### config.mk
export PLATFORM = sky130hd
export DESIGN_NAME = i2c_slave_register_map
export DESIGN_NICKNAME = d
export VERILOG_FILES = /design/src/rtl/i2cs_pkg.sv /design/src/rtl/i2c_slave_register_map.sv /design/src/rtl/i2cs_front.sv /design/src/rtl/i2cs_modulo.sv /design/src/rtl/i2cs_back.sv
export SDC_FILE = /design/constraint.sdc
export NUM_CORES = 2
export LEC_CHECK = 0
export BUFFER_PORTS_ARGS = -buffer_cell sky130_fd_sc_hd__clkbuf_2
export CAP_MARGIN = 20
export CORE_MARGIN = 4
export CORE_UTILIZATION = 47
export DETAILED_ROUTE_END_ITERATION = 6
export HOLD_SLACK_MARGIN = 0.06
export PLACE_DENSITY = 0.69
export SLEW_MARGIN = 20
export SYNTH_ARGS = -nofsm -noshare
export SYNTH_HDL_FRONTEND = slang
export SYNTH_SLANG_ARGS = --single-unit
### constraint.sdc
create_clock -name clk_i -period 10.8 [get_ports clk_i]
set_input_delay 2.16 -clock clk_i [delete_from_list [all_inputs] [get_ports clk_i]]
set_output_delay 2.16 -clock clk_i [all_outputs]
set_load 0.05 [all_outputs]
### src/rtl/i2cs_pkg.sv
// Shared types, codes and constants of the I2C register-map slave.
package i2cs_pkg;

  // Default number of map entries
  localparam int MAP_DEPTH_DEFAULT = 256;

  // Modulo dividend: pointer plus a 16-bit byte count
  localparam int DIV_W = 17;
  localparam int DIV_CNT_W = $clog2(DIV_W);

  // Configuration reset values
  localparam logic [6:0] OWN_ADDR_RESET   = 7'h12;
  localparam logic [8:0] MAP_SIZE_RESET   = 9'd256;
  localparam logic [1:0] ADDR_BYTES_RESET = 2'd1;

  // Configuration register indexes
  typedef enum logic [1:0] {
    CFG_OWN_ADDR   = 2'd0,
    CFG_MAP_SIZE   = 2'd1,
    CFG_ADDR_BYTES = 2'd2
  } cfg_idx_e;

  // Event opcodes
  typedef enum logic [2:0] {
    OP_START     = 3'd0,
    OP_STOP      = 3'd1,
    OP_MWRITE    = 3'd2,
    OP_MREAD     = 3'd3,
    OP_HWRITE    = 3'd4,
    OP_HREAD     = 3'd5,
    OP_CLR_START = 3'd6,
    OP_CLR_STOP  = 3'd7
  } opcode_e;

  typedef struct packed {
    logic [6:0] own_address;
    logic [8:0] map_size;
    logic [1:0] address_bytes;
  } cfg_t;

  // Classified event handed from front to back
  typedef struct packed {
    opcode_e    op;
    logic       matched;
    logic [7:0] data;
    logic [7:0] host_index;
  } cmd_t;

  // Modulo unit request and status
  typedef struct packed {
    logic             start;
    logic [DIV_W-1:0] dividend;
  } mod_req_t;

  typedef struct packed {
    logic busy;
    logic done;
  } mod_status_t;

  // Result item, first field in the highest bits
  typedef struct packed {
    logic [6:0]  pad;
    logic [15:0] register_pointer;
    logic [15:0] read_count;
    logic [15:0] written_count;
    logic [15:0] stop_count;
    logic [15:0] start_count;
    logic        address_matched;
    logic [7:0]  read_data;
  } result_t;

endpackage

### src/rtl/i2c_slave_register_map.sv
// Top level of the I2C register-map slave: configuration and front/back pairing.
//
// Each bus or host event enters through the input stream, is classified and
// queued (two entries) by the front end, and is executed by the back end, which
// returns one result per event on the output stream. Start, stop, clear and
// pointer-building writes are executed as they are taken from the queue and
// need no map access. Host map reads and writes and master map reads and
// writes reduce each map index, and for master accesses first the pointer,
// modulo the map size by a shared bit-serial remainder unit of 17 steps plus a
// done strobe. The map is a single-port memory with a registered read. After
// reset the map is cleared entry by entry, during which no event is
// accepted; configuration writes are taken at all times.
module i2c_slave_register_map import i2cs_pkg::*; #(
  parameter int MapDepth = MAP_DEPTH_DEFAULT
) (
  input  logic        clk_i,
  input  logic        rst_ni,
  input  logic        cfg_valid_i,
  output logic        cfg_ready_o,
  input  logic [1:0]  cfg_index_i,
  input  logic [8:0]  cfg_data_i,
  input  logic        s_axis_tvalid,
  output logic        s_axis_tready,
  input  logic [23:0] s_axis_tdata,  // bus_address[6:0], data_byte[14:7],
                                     // host_index[22:15], zero[23]
  input  logic [2:0]  s_axis_tuser,  // opcode
  output logic        m_axis_tvalid,
  input  logic        m_axis_tready,
  output logic [95:0] m_axis_tdata   // read_data[7:0], address_matched[8],
                                     // start_count[24:9], stop_count[40:25],
                                     // written_count[56:41], read_count[72:57],
                                     // register_pointer[88:73], zero[95:89]
);

  cfg_t cfg_q, cfg_d;
  logic q_valid, q_pop, init_done;
  cmd_t q_cmd;

  // Write configuration registers
  assign cfg_ready_o = 1'b1;

  always_comb begin
    cfg_d = cfg_q;
    if (cfg_valid_i) begin
      unique case (cfg_index_i)
        CFG_OWN_ADDR:   cfg_d.own_address   = cfg_data_i[6:0];
        CFG_MAP_SIZE:   cfg_d.map_size      = cfg_data_i;
        CFG_ADDR_BYTES: cfg_d.address_bytes = cfg_data_i[1:0];
        default:        cfg_d = cfg_q;
      endcase
    end
  end

  always_ff @(posedge clk_i or negedge rst_ni) begin
    if (!rst_ni) begin
      cfg_q.own_address   <= OWN_ADDR_RESET;
      cfg_q.map_size      <= MAP_SIZE_RESET;
      cfg_q.address_bytes <= ADDR_BYTES_RESET;
    end else begin
      cfg_q <= cfg_d;
    end
  end

  i2cs_front u_front (
    .clk_i        (clk_i),
    .rst_ni       (rst_ni),
    .enable_i     (init_done),
    .own_address_i(cfg_q.own_address),
    .s_axis_tvalid(s_axis_tvalid),
    .s_axis_tready(s_axis_tready),
    .s_axis_tdata (s_axis_tdata),
    .s_axis_tuser (s_axis_tuser),
    .q_valid_o    (q_valid),
    .q_cmd_o      (q_cmd),
    .q_pop_i      (q_pop)
  );

  i2cs_back #(
    .MapDepth(MapDepth)
  ) u_back (
    .clk_i        (clk_i),
    .rst_ni       (rst_ni),
    .cfg_i        (cfg_q),
    .q_valid_i    (q_valid),
    .q_cmd_i      (q_cmd),
    .q_pop_o      (q_pop),
    .init_done_o  (init_done),
    .m_axis_tvalid(m_axis_tvalid),
    .m_axis_tready(m_axis_tready),
    .m_axis_tdata (m_axis_tdata)
  );

endmodule

### src/rtl/i2cs_front.sv
// Front end: accepts events, classifies them and queues them for the back end.
module i2cs_front import i2cs_pkg::*; (
  input  logic        clk_i,
  input  logic        rst_ni,
  input  logic        enable_i,
  input  logic [6:0]  own_address_i,
  input  logic        s_axis_tvalid,
  output logic        s_axis_tready,
  input  logic [23:0] s_axis_tdata,  // bus_address, data_byte, host_index, pad
  input  logic [2:0]  s_axis_tuser,  // opcode
  output logic        q_valid_o,
  output cmd_t        q_cmd_o,
  input  logic        q_pop_i
);

  localparam int QDepth = 2;
  localparam int QPtrW  = $clog2(QDepth);

  cmd_t             q_mem [QDepth];
  logic [QPtrW-1:0] wr_ptr_q, wr_ptr_d, rd_ptr_q, rd_ptr_d;
  logic [QPtrW:0]   cnt_q, cnt_d;
  logic             push, pop;
  cmd_t             cmd_in;
  opcode_e          op_in;

  // Classify the incoming event
  always_comb begin
    op_in              = opcode_e'(s_axis_tuser);
    cmd_in.op          = op_in;
    cmd_in.matched     = ((op_in == OP_START) || (op_in == OP_STOP)) &&
                         (s_axis_tdata[6:0] == own_address_i);
    cmd_in.data        = s_axis_tdata[14:7];
    cmd_in.host_index  = s_axis_tdata[22:15];
  end

  assign s_axis_tready = enable_i && (cnt_q != (QPtrW+1)'(QDepth));
  assign push          = s_axis_tvalid && s_axis_tready;
  assign pop           = q_pop_i && (cnt_q != '0);
  assign q_valid_o     = (cnt_q != '0);
  assign q_cmd_o       = q_mem[rd_ptr_q];

  // Advance queue pointers and fill count
  always_comb begin
    wr_ptr_d = push ? QPtrW'(wr_ptr_q + 1'b1) : wr_ptr_q;
    rd_ptr_d = pop  ? QPtrW'(rd_ptr_q + 1'b1) : rd_ptr_q;
    cnt_d    = cnt_q;
    if (push && !pop) begin
      cnt_d = cnt_q + 1'b1;
    end else if (pop && !push) begin
      cnt_d = cnt_q - 1'b1;
    end
  end

  always_ff @(posedge clk_i or negedge rst_ni) begin
    if (!rst_ni) begin
      wr_ptr_q <= '0;
      rd_ptr_q <= '0;
      cnt_q    <= '0;
    end else begin
      wr_ptr_q <= wr_ptr_d;
      rd_ptr_q <= rd_ptr_d;
      cnt_q    <= cnt_d;
    end
  end

  // Store queued events
  always_ff @(posedge clk_i) begin
    if (push) begin
      q_mem[wr_ptr_q] <= cmd_in;
    end
  end

endmodule

### src/rtl/i2cs_modulo.sv
// Bit-serial restoring remainder unit, one dividend bit per cycle.
module i2cs_modulo import i2cs_pkg::*; #(
  parameter int SizeW = 9
) (
  input  logic             clk_i,
  input  logic             rst_ni,
  input  mod_req_t         req_i,
  input  logic [SizeW-1:0] divisor_i,
  output mod_status_t      st_o,
  output logic [SizeW-1:0] rem_o
);

  logic                 busy_q, busy_d, done_q, done_d;
  logic [DIV_CNT_W-1:0] cnt_q, cnt_d;
  logic [DIV_W-1:0]     div_q, div_d;
  logic [SizeW-1:0]     rem_q, rem_d;
  logic [SizeW:0]       trial;
  logic                 ge;

  // Shift in the next dividend bit and subtract when it fits
  assign trial = {rem_q, div_q[DIV_W-1]};
  assign ge    = (trial >= {1'b0, divisor_i});

  always_comb begin
    busy_d = busy_q;
    done_d = 1'b0;
    cnt_d  = cnt_q;
    div_d  = div_q;
    rem_d  = rem_q;
    if (busy_q) begin
      rem_d = ge ? SizeW'(trial - {1'b0, divisor_i}) : trial[SizeW-1:0];
      div_d = {div_q[DIV_W-2:0], 1'b0};
      cnt_d = DIV_CNT_W'(cnt_q + 1'b1);
      if (cnt_q == DIV_CNT_W'(DIV_W - 1)) begin
        busy_d = 1'b0;
        done_d = 1'b1;
      end
    end else if (req_i.start) begin
      busy_d = 1'b1;
      cnt_d  = '0;
      div_d  = req_i.dividend;
      rem_d  = '0;
    end
  end

  always_ff @(posedge clk_i or negedge rst_ni) begin
    if (!rst_ni) begin
      busy_q <= 1'b0;
      done_q <= 1'b0;
      cnt_q  <= '0;
    end else begin
      busy_q <= busy_d;
      done_q <= done_d;
      cnt_q  <= cnt_d;
    end
  end

  always_ff @(posedge clk_i) begin
    div_q <= div_d;
    rem_q <= rem_d;
  end

  assign st_o.busy = busy_q;
  assign st_o.done = done_q;
  assign rem_o     = rem_q;

endmodule

### src/rtl/i2cs_back.sv
// Back end: executes queued events on counters, pointer and register map.
module i2cs_back import i2cs_pkg::*; #(
  parameter int MapDepth = MAP_DEPTH_DEFAULT
) (
  input  logic        clk_i,
  input  logic        rst_ni,
  input  cfg_t        cfg_i,
  input  logic        q_valid_i,
  input  cmd_t        q_cmd_i,
  output logic        q_pop_o,
  output logic        init_done_o,
  output logic        m_axis_tvalid,
  input  logic        m_axis_tready,
  output logic [95:0] m_axis_tdata
);

  localparam int AW = (MapDepth > 1) ? $clog2(MapDepth) : 1;
  localparam int SW = $clog2(MapDepth + 1);

  typedef enum logic [6:0] {
    ST_INIT = 7'b0000001,
    ST_IDLE = 7'b0000010,
    ST_RED  = 7'b0000100,
    ST_IDX  = 7'b0001000,
    ST_LOAD = 7'b0010000,
    ST_OUT  = 7'b0100000,
    ST_SPARE = 7'b1000000
  } state_e;

  state_e        state_q, state_d;
  logic [AW-1:0] init_cnt_q, init_cnt_d;
  logic [15:0]   ptr_q, ptr_d, starts_q, starts_d, stops_q, stops_d;
  logic [15:0]   bw_q, bw_d, br_q, br_d;
  logic [15:0]   ptr_base;
  cmd_t          cmd_q, cmd_d;
  result_t       out_q, out_d;
  logic          out_load;

  logic [7:0]    map_mem [MapDepth];
  logic          mem_we, mem_re;
  logic [AW-1:0] mem_addr;
  logic [7:0]    mem_wdata, rd_q;

  logic [SW-1:0] eff_size;
  mod_req_t      mod_req;
  mod_status_t   mod_st;
  logic [SW-1:0] mod_rem;

  // Saturate the configured map size to 1..MapDepth
  always_comb begin
    if (cfg_i.map_size == '0) begin
      eff_size = SW'(1);
    end else if (32'(cfg_i.map_size) > MapDepth) begin
      eff_size = SW'(MapDepth);
    end else begin
      eff_size = SW'(cfg_i.map_size);
    end
  end

  i2cs_modulo #(
    .SizeW(SW)
  ) u_modulo (
    .clk_i    (clk_i),
    .rst_ni   (rst_ni),
    .req_i    (mod_req),
    .divisor_i(eff_size),
    .st_o     (mod_st),
    .rem_o    (mod_rem)
  );

  assign ptr_base = (bw_q == '0) ? '0 : ptr_q;

  // Sequence one event at a time
  always_comb begin
    state_d    = state_q;
    init_cnt_d = init_cnt_q;
    ptr_d      = ptr_q;
    starts_d   = starts_q;
    stops_d    = stops_q;
    bw_d       = bw_q;
    br_d       = br_q;
    cmd_d      = cmd_q;
    q_pop_o    = 1'b0;
    mod_req    = '0;
    mem_we     = 1'b0;
    mem_re     = 1'b0;
    mem_addr   = init_cnt_q;
    mem_wdata  = '0;
    out_load   = 1'b0;
    out_d      = out_q;

    unique case (state_q)
      // Clear the map entry by entry after reset
      ST_INIT: begin
        mem_we     = 1'b1;
        init_cnt_d = AW'(init_cnt_q + 1'b1);
        if (init_cnt_q == AW'(MapDepth - 1)) begin
          state_d = ST_IDLE;
        end
      end
      // Take the next event and do the ones that need no reduction at once
      ST_IDLE: begin
        if (q_valid_i) begin
          q_pop_o = 1'b1;
          cmd_d   = q_cmd_i;
          unique case (q_cmd_i.op)
            OP_START: begin
              if (q_cmd_i.matched) starts_d = starts_q + 16'd1;
              state_d = ST_LOAD;
            end
            OP_STOP: begin
              if (q_cmd_i.matched) begin
                stops_d = stops_q + 16'd1;
                bw_d    = '0;
                br_d    = '0;
              end
              state_d = ST_LOAD;
            end
            OP_MWRITE: begin
              if (bw_q < 16'(cfg_i.address_bytes)) begin
                ptr_d   = {ptr_base[7:0], q_cmd_i.data};
                bw_d    = bw_q + 16'd1;
                state_d = ST_LOAD;
              end else begin
                ptr_d            = ptr_base;
                mod_req.start    = 1'b1;
                mod_req.dividend = DIV_W'(ptr_base);
                state_d          = ST_RED;
              end
            end
            OP_MREAD: begin
              mod_req.start    = 1'b1;
              mod_req.dividend = DIV_W'(ptr_q);
              state_d          = ST_RED;
            end
            OP_HWRITE, OP_HREAD: begin
              mod_req.start    = 1'b1;
              mod_req.dividend = DIV_W'(q_cmd_i.host_index);
              state_d          = ST_IDX;
            end
            OP_CLR_START: begin
              starts_d = '0;
              state_d  = ST_LOAD;
            end
            OP_CLR_STOP: begin
              stops_d = '0;
              state_d = ST_LOAD;
            end
            default: state_d = ST_LOAD;
          endcase
        end
      end
      // Reduce the pointer, then start the map index
      ST_RED: begin
        if (mod_st.done) begin
          ptr_d         = 16'(mod_rem);
          mod_req.start = 1'b1;
          if (cmd_q.op == OP_MWRITE) begin
            mod_req.dividend = DIV_W'(mod_rem) + DIV_W'(bw_q) -
                               DIV_W'(cfg_i.address_bytes);
          end else begin
            mod_req.dividend = DIV_W'(mod_rem) + DIV_W'(br_q);
          end
          state_d = ST_IDX;
        end
      end
      // Access the map at the wrapped index
      ST_IDX: begin
        if (mod_st.done) begin
          mem_addr = mod_rem[AW-1:0];
          if ((cmd_q.op == OP_MWRITE) || (cmd_q.op == OP_HWRITE)) begin
            mem_we    = 1'b1;
            mem_wdata = cmd_q.data;
          end else begin
            mem_re = 1'b1;
          end
          if (cmd_q.op == OP_MWRITE) bw_d = bw_q + 16'd1;
          if (cmd_q.op == OP_MREAD)  br_d = br_q + 16'd1;
          state_d = ST_LOAD;
        end
      end
      // Capture the result
      ST_LOAD: begin
        out_load                = 1'b1;
        out_d.pad               = '0;
        out_d.register_pointer  = ptr_q;
        out_d.read_count        = br_q;
        out_d.written_count     = bw_q;
        out_d.stop_count        = stops_q;
        out_d.start_count       = starts_q;
        out_d.address_matched   = cmd_q.matched;
        out_d.read_data         = ((cmd_q.op == OP_MREAD) || (cmd_q.op == OP_HREAD)) ?
                                  rd_q : 8'h00;
        state_d                 = ST_OUT;
      end
      // Hold the result until taken
      ST_OUT: begin
        if (m_axis_tready) state_d = ST_IDLE;
      end
      default: state_d = ST_IDLE;
    endcase
  end

  always_ff @(posedge clk_i or negedge rst_ni) begin
    if (!rst_ni) begin
      state_q    <= ST_INIT;
      init_cnt_q <= '0;
      ptr_q      <= '0;
      starts_q   <= '0;
      stops_q    <= '0;
      bw_q       <= '0;
      br_q       <= '0;
    end else begin
      state_q    <= state_d;
      init_cnt_q <= init_cnt_d;
      ptr_q      <= ptr_d;
      starts_q   <= starts_d;
      stops_q    <= stops_d;
      bw_q       <= bw_d;
      br_q       <= br_d;
    end
  end

  // Event and result payload
  always_ff @(posedge clk_i) begin
    cmd_q <= cmd_d;
    if (out_load) out_q <= out_d;
  end

  // Register map: one write or one registered read a cycle
  always_ff @(posedge clk_i) begin
    if (mem_we) map_mem[mem_addr] <= mem_wdata;
    if (mem_re) rd_q <= map_mem[mem_addr];
  end

  assign init_done_o   = (state_q != ST_INIT);
  assign m_axis_tvalid = (state_q == ST_OUT);
  assign m_axis_tdata  = out_q;

endmodule

Word level (Yosys, flattened, before mapping)
Memory sizes are Yosys's and may differ from the RTL's. A register that Yosys moved wholly into a read port is not among the register bits.
Index checks and enable logic that the tools add are counted.
W data, S select, Z words.
Word-level totals
  bits in registers: 251
  bits in latches: 0
  memory bits (writable): 2088
  ROM bits: 0
  output and inout bits: 99
  word-level logic and storage cells: 194
  memories kept: 2
Memories
  u_back.map_mem: words 256, width 8, rd ports 1, clocked after Yosys merged registers in 1, wr ports 1, line i2cs_back.sv:39  | logic [7:0] map_mem [MapDepth];
  u_front.q_mem: words 2, width 20, rd ports 1, clocked after Yosys merged registers in 0, wr ports 1, line i2cs_front.sv:19  | cmd_t q_mem [QDepth];
Operators by class
  $add $sub $neg: 14
  multipliers: 0
  div/mod/pow operators: 0
  $lt $le $gt $ge: 3
  eq/ne operators: 40
  shifts and indexed selects: 0
  muxes and demuxes: 70
  bitwise gates (word level): 0
  reduce and logical (&&, ||, !) cells: 36
Operator list (number)
  $mux W16: 16
  $pmux W16 S2: 6
  $add A16 B1 Y16 const B: 4
  $mux W18: 3
  $pmux W18 S3: 1
  $mux W17: 3
  $mux W9: 5
  $pmux W7 S6: 1
  $mux W8: 5
  $pmux W18 S2: 1
  $mux W7: 5
  $add A9 B16 Y17: 2
  $pmux W7 S4: 1
  $eq A3 B3 Y1 const B: 6
  $mux W1: 17
  $sub A17 B2 Y17: 1
  $logic_not A16 Y1: 1
  $lt A16 B2 Y1: 1
  $ne A2 B1 Y1 const B: 8
  $mux W5: 3
  $reduce_bool A2 Y1: 7
  $eq A3 B2 Y1 const B: 4
  $reduce_and A4 Y1: 3
  $ge A10 B9 Y1: 1
  36 further kinds: 58

Longest topological paths before layout
  word-level depth: 8
  mapped depth: 17
  depth with buffers taken out: 15

Cells and area by module
Synthesis repeated with hierarchy kept, for this count alone.
Second synthesis, totals
  cell total of the unflattened synthesis: 5798
  area total of the unflattened synthesis: 94115.3 um^2
By module, submodules not included
  i2cs_back: instances 1, cells an instance 5499, area each 89791.1 um^2
  i2cs_modulo: instances 1, cells an instance 167, area each 1891.8 um^2
  i2cs_front: instances 1, cells an instance 91, area each 1725.4 um^2
  i2c_slave_register_map: instances 1, cells an instance 41, area each 706.9 um^2

Least setup slack after synthesis
Ideal clock, no wire load.
  kind: register to register
  start: reg u_back.state_q[1]
  end: reg u_back.out_q, in the netlist u_back.m_axis_tdata[0] (enable)
  setup time: 0.665 ns
  data arrival time: 7.510 ns
  data required time: 10.135 ns
  path slack: 2.625 ns
  stages on the path, launching flop included: 3
  buffers on the path: 0
  path through: dfrtp_1 or4_1 nor3b_1
On the way
  longest elaborated chain between the ends: 3
RTL lines
  start: declaration: line i2cs_back.sv:30  | state_e state_q, state_d;
  start signal: assignment: line i2cs_back.sv:214  | state_q <= state_d;
  $eq A7 B5 Y1 *: line i2cs_back.sv:92  | unique case (state_q)
  $mux W1: line i2cs_back.sv:92
  $reduce_and A2 Y1 (no line) *
  end signal: assignment: line i2cs_back.sv:227  | if (out_load) out_q <= out_d;
  end: declaration: line i2cs_back.sv:36  | result_t out_q, out_d;
Mark *: on every way between the ends. The rest lies on a longest branch, timed or not.
A chain may end at the register's enable or synchronous reset.

Worst setup path in the final report
  start: reg u_back.state_q[2]
  end: reg u_back.rd_q[1], read port of u_back.map_mem (data pin)
On the way
  longest elaborated chain between the ends: 2
  elaborated cells on any way between the ends: 3
RTL lines
  $eq A7 B4 Y1 *: line i2cs_back.sv:92
  $mux W8 / $mux W1 (equally long branches): line i2cs_back.sv:92
  end: declaration: line i2cs_back.sv:42  | logic [7:0] mem_wdata, rd_q;
Marks and branches as above.

==> reports/metrics.yaml <==
routed_wl_um: 229900
gp_congestion: 0.8808
rsz0062_at_grt: "false"
holdBufCountCts: 0
yosysWarnings: 0
drv_slew: 0
crit_required_ps: 11390
grt_pass1_vias: 50050
crit_type: "flop to flop"
yosys.area.top_type_share_pct: 71.43
critPathMaxStageDelay_ps: 840
synthTopCellsByArea: "edfxtp_1, mux2i_1, mux4_2"
yosysSeqAreaShare_pct: 74.75
cp_cell_sequence: "and3b_1 -> nand3_1 -> nand2_8 -> buf_4 -> buf_4 -> mux2i_1 -> o22ai_1 -> nor4_1 -> nand2_1 -> a211oi_1 -> nand3_1"
ant_nets: 0
final_hold_viol_count: 0
cellLeakagePower_nw: 36.70
groute.usage.overall_pct: 21.91
synth_cell_types: 70
setup_viol: 0
outcome: "finished, violations left"
period_share_pct: 55.63
syn_to_final_growth_pct: 11.92
vdd_ir_drop_max_uv: 186.8
cts-root-buf: "clkbuf_16"
tns_ps: 0
antenna_found_initial: 3
die_height_um: 453.8
slowest_stage: "buf_4"
drc: 2
synth.largest_area_cell: "edfxtp_1"
cts_buffer_depth: 3
dp_hpwl_um: 143000
dominantRegCellSynth: "edfxtp_1"
synth.most_common_cell: "edfxtp_1"
synth_async_sr_flop_share_pct: 5.243
post-route-util_pct: 52.95
num_rows: 163
ys_top_cells_by_count: "edfxtp_1, mux2i_1, nor2_1, o22ai_1, nand2_1"
design_area_mm2: 0.1045
drt_iter0_drc: 5607
vias: 51030
io_buffers: 132
slew_headroom_pct: 21.59
cts_tree: "yes"
drtPass1Iterations: 7
cts.sinks: 2346
max_freq_mhz: 166.4
cp.arrival_ps: 6590
wl_per_cell_um: 27.01
worst_setup_path_end_kind: "flop"
synth_enable_flop_cells: 2222
ys_ff_latch: 2346
final_layout_size_suffix_gt1_share_pct: 14.04
grt_overflow: 0
place_area_mm2: 0.09729
power_density_mw_per_mm2: 189.6
cts_resized: 0
num_io_pins: 142
post_cts_buffers: 0
htree_num_levels: 4
nets: 5787
cp-start-kind: "flop"
place_inst: 8093
cts.reportedPaths.clkPinSlew_ps: 70
reg2reg_slack_ps: 4790
syn_area_per_cell_um2: 17.00
timing.max_cap.violations: 0
grt_pass1_wl_um: 334400
min_period_ps: 6008
violations: "design-rule violations"
critPathMaxFanout: 76
hp-class: "flop to flop"
tightestPinTransition_ps: 1173
core_mm2: 0.1974
fp.dieArea_mm2: 0.2059
numCtsBuffers: 222
stdcell_count: 8511
via_per_inst: 5.996
clock_latency_ps: 880
skew_ps: 80.76
fp.dieW_um: 453.8
initial_core_util_pct: 47.32
grt_start_max_net_pins: 237
syn_inst: 5496
syn-cell-area_mm2: 0.09341
[layout by cell type (no fill, tap or decap), types with 17 or more instances in the layout]
cell type and n:
clkbuf_1 51, edfxtp_1 2222, buf_4 95, xnor2_1 53, nor2b_1 18, inv_1 80, or3_1 17, nand2_1 164
clkinv_2 46, mux2_2 32, o21ai_0 93, and3_1 19, xor2_1 32, a22oi_1 67, o22ai_1 344, clkbuf_2 131
dfrtp_1 118, mux2i_1 689, nand3_1 72, a21oi_1 122, clkbuf_16 222, a22o_1 25, mux4_2 164, ha_1 60
nand2b_1 27, a2111oi_0 17, nand4_1 45, nor3_1 48, nor4_1 94, nor2_1 393, clkinv_1 50
[through the flow]
stage                     power (mW)  worst slack, ps  hold slack [ps]
after global placement         12.36             4848            430.7
after detailed placement       12.38             4804            431.2
after floorplan                11.79             2625            400.3
after global routing           20.50             4471            466.3
after CTS                      19.90             4795            445.9
final                          19.82             4792            441.1
[kinds of logic (layout without fill, tap and decap cells)]
family                     after synthesis  count (layout)  share of synthesized area, %
AOI/OAI and AO/OA                      777             777                         5.239
other                                    2               9                      0.008040
adders and majority gates               64              64                        0.8894
and+or+nand+nor                        964             964                         4.857
muxes                                  889             889                         11.77
DFF                                   2346            2346                         74.75
xor gates and xnor gates                85              85                        0.7970
buffers and inverters                  369             737                         1.689
[path summary, 6_finish.rpt]
path,cells after the start,from,endpoint
worst max-delay path,11,u_back.state_q[2]$_DFFE_PN0P_,u_back.rd_q[1]$_DFFE_PP_
worst min-delay path,0,u_back.cmd_q[16]$_DFFE_PP_,u_back.m_axis_tdata[8]$_DFFE_PP_
worst max register to register,11,u_back.state_q[2]$_DFFE_PN0P_,u_back.rd_q[1]$_DFFE_PP_
worst min register to register,0,u_back.cmd_q[16]$_DFFE_PP_,u_back.m_axis_tdata[8]$_DFFE_PP_
max in group asynchronous,2,rst_ni,u_back.stops_q[7]$_DFFE_PN0P_
min in group asynchronous,1,rst_ni,cfg_q[1]$_DFFE_PN0P_
[cell type report]
cell class | instances | area, um^2
fillers | 15510 | 92880
flip-flops and latches | 2346 | 69830
multi-input cells | 2787 | 22280
clock buffers | 283 | 5884
well taps | 2640 | 3303
repair buffers | 240 | 1650
clock inverters | 131 | 1280
inverters | 83 | 311.5
diodes | 1 | 2.502
[routing by layer]
| layer | up-vias | GRT usage, % | wire length [um] |
|---|---|---|---|
| met5 | - | 0 | 0 |
| met4 | 0 | 8.141 | 8890 |
| met3 | 432 | 4.080 | 19580 |
| met2 | 2380 | 34.94 | 109100 |
| met1 | 26030 | 30.25 | 92370 |
| li1 | 22190 | - | - |
[state kept, by name, indices dropped and copies added (netlist names), 6 cells and up]
signal / count
cfg_q: 18
u_back.br_q: 16
u_back.bw_q: 16
u_back.cmd_q: 12
u_back.init_cnt_q: 8
u_back.m_axis_tdata: 89
u_back.map_mem: 2048
u_back.ptr_q: 16
u_back.rd_q: 8
u_back.starts_q: 16
u_back.state_q: 6
u_back.stops_q: 16
u_back.u_modulo.div_q: 17
u_back.u_modulo.rem_o: 9
u_front.q_mem: 40
[where the power goes]
group          leakage, nW  internal (mW)  total [mW]  switching, mW
logic                 6.11          0.639        1.89           1.25
registers             27.1           10.1        10.3          0.197
clock network         3.48           4.23        7.60           3.37
total                 36.7           15.0        19.8           4.82
[critical path: cells and delay by family (launching register included)]
| kind | cells | cell delay [ps] |
|---|---|---|
| compound gates | 2 | 690 |
| simple gates | 6 | 2610 |
| buf+inv | 2 | 1610 |
| mux | 1 | 280 |
| flops | 1 | 430 |
Power figures use the tool's default switching activity.
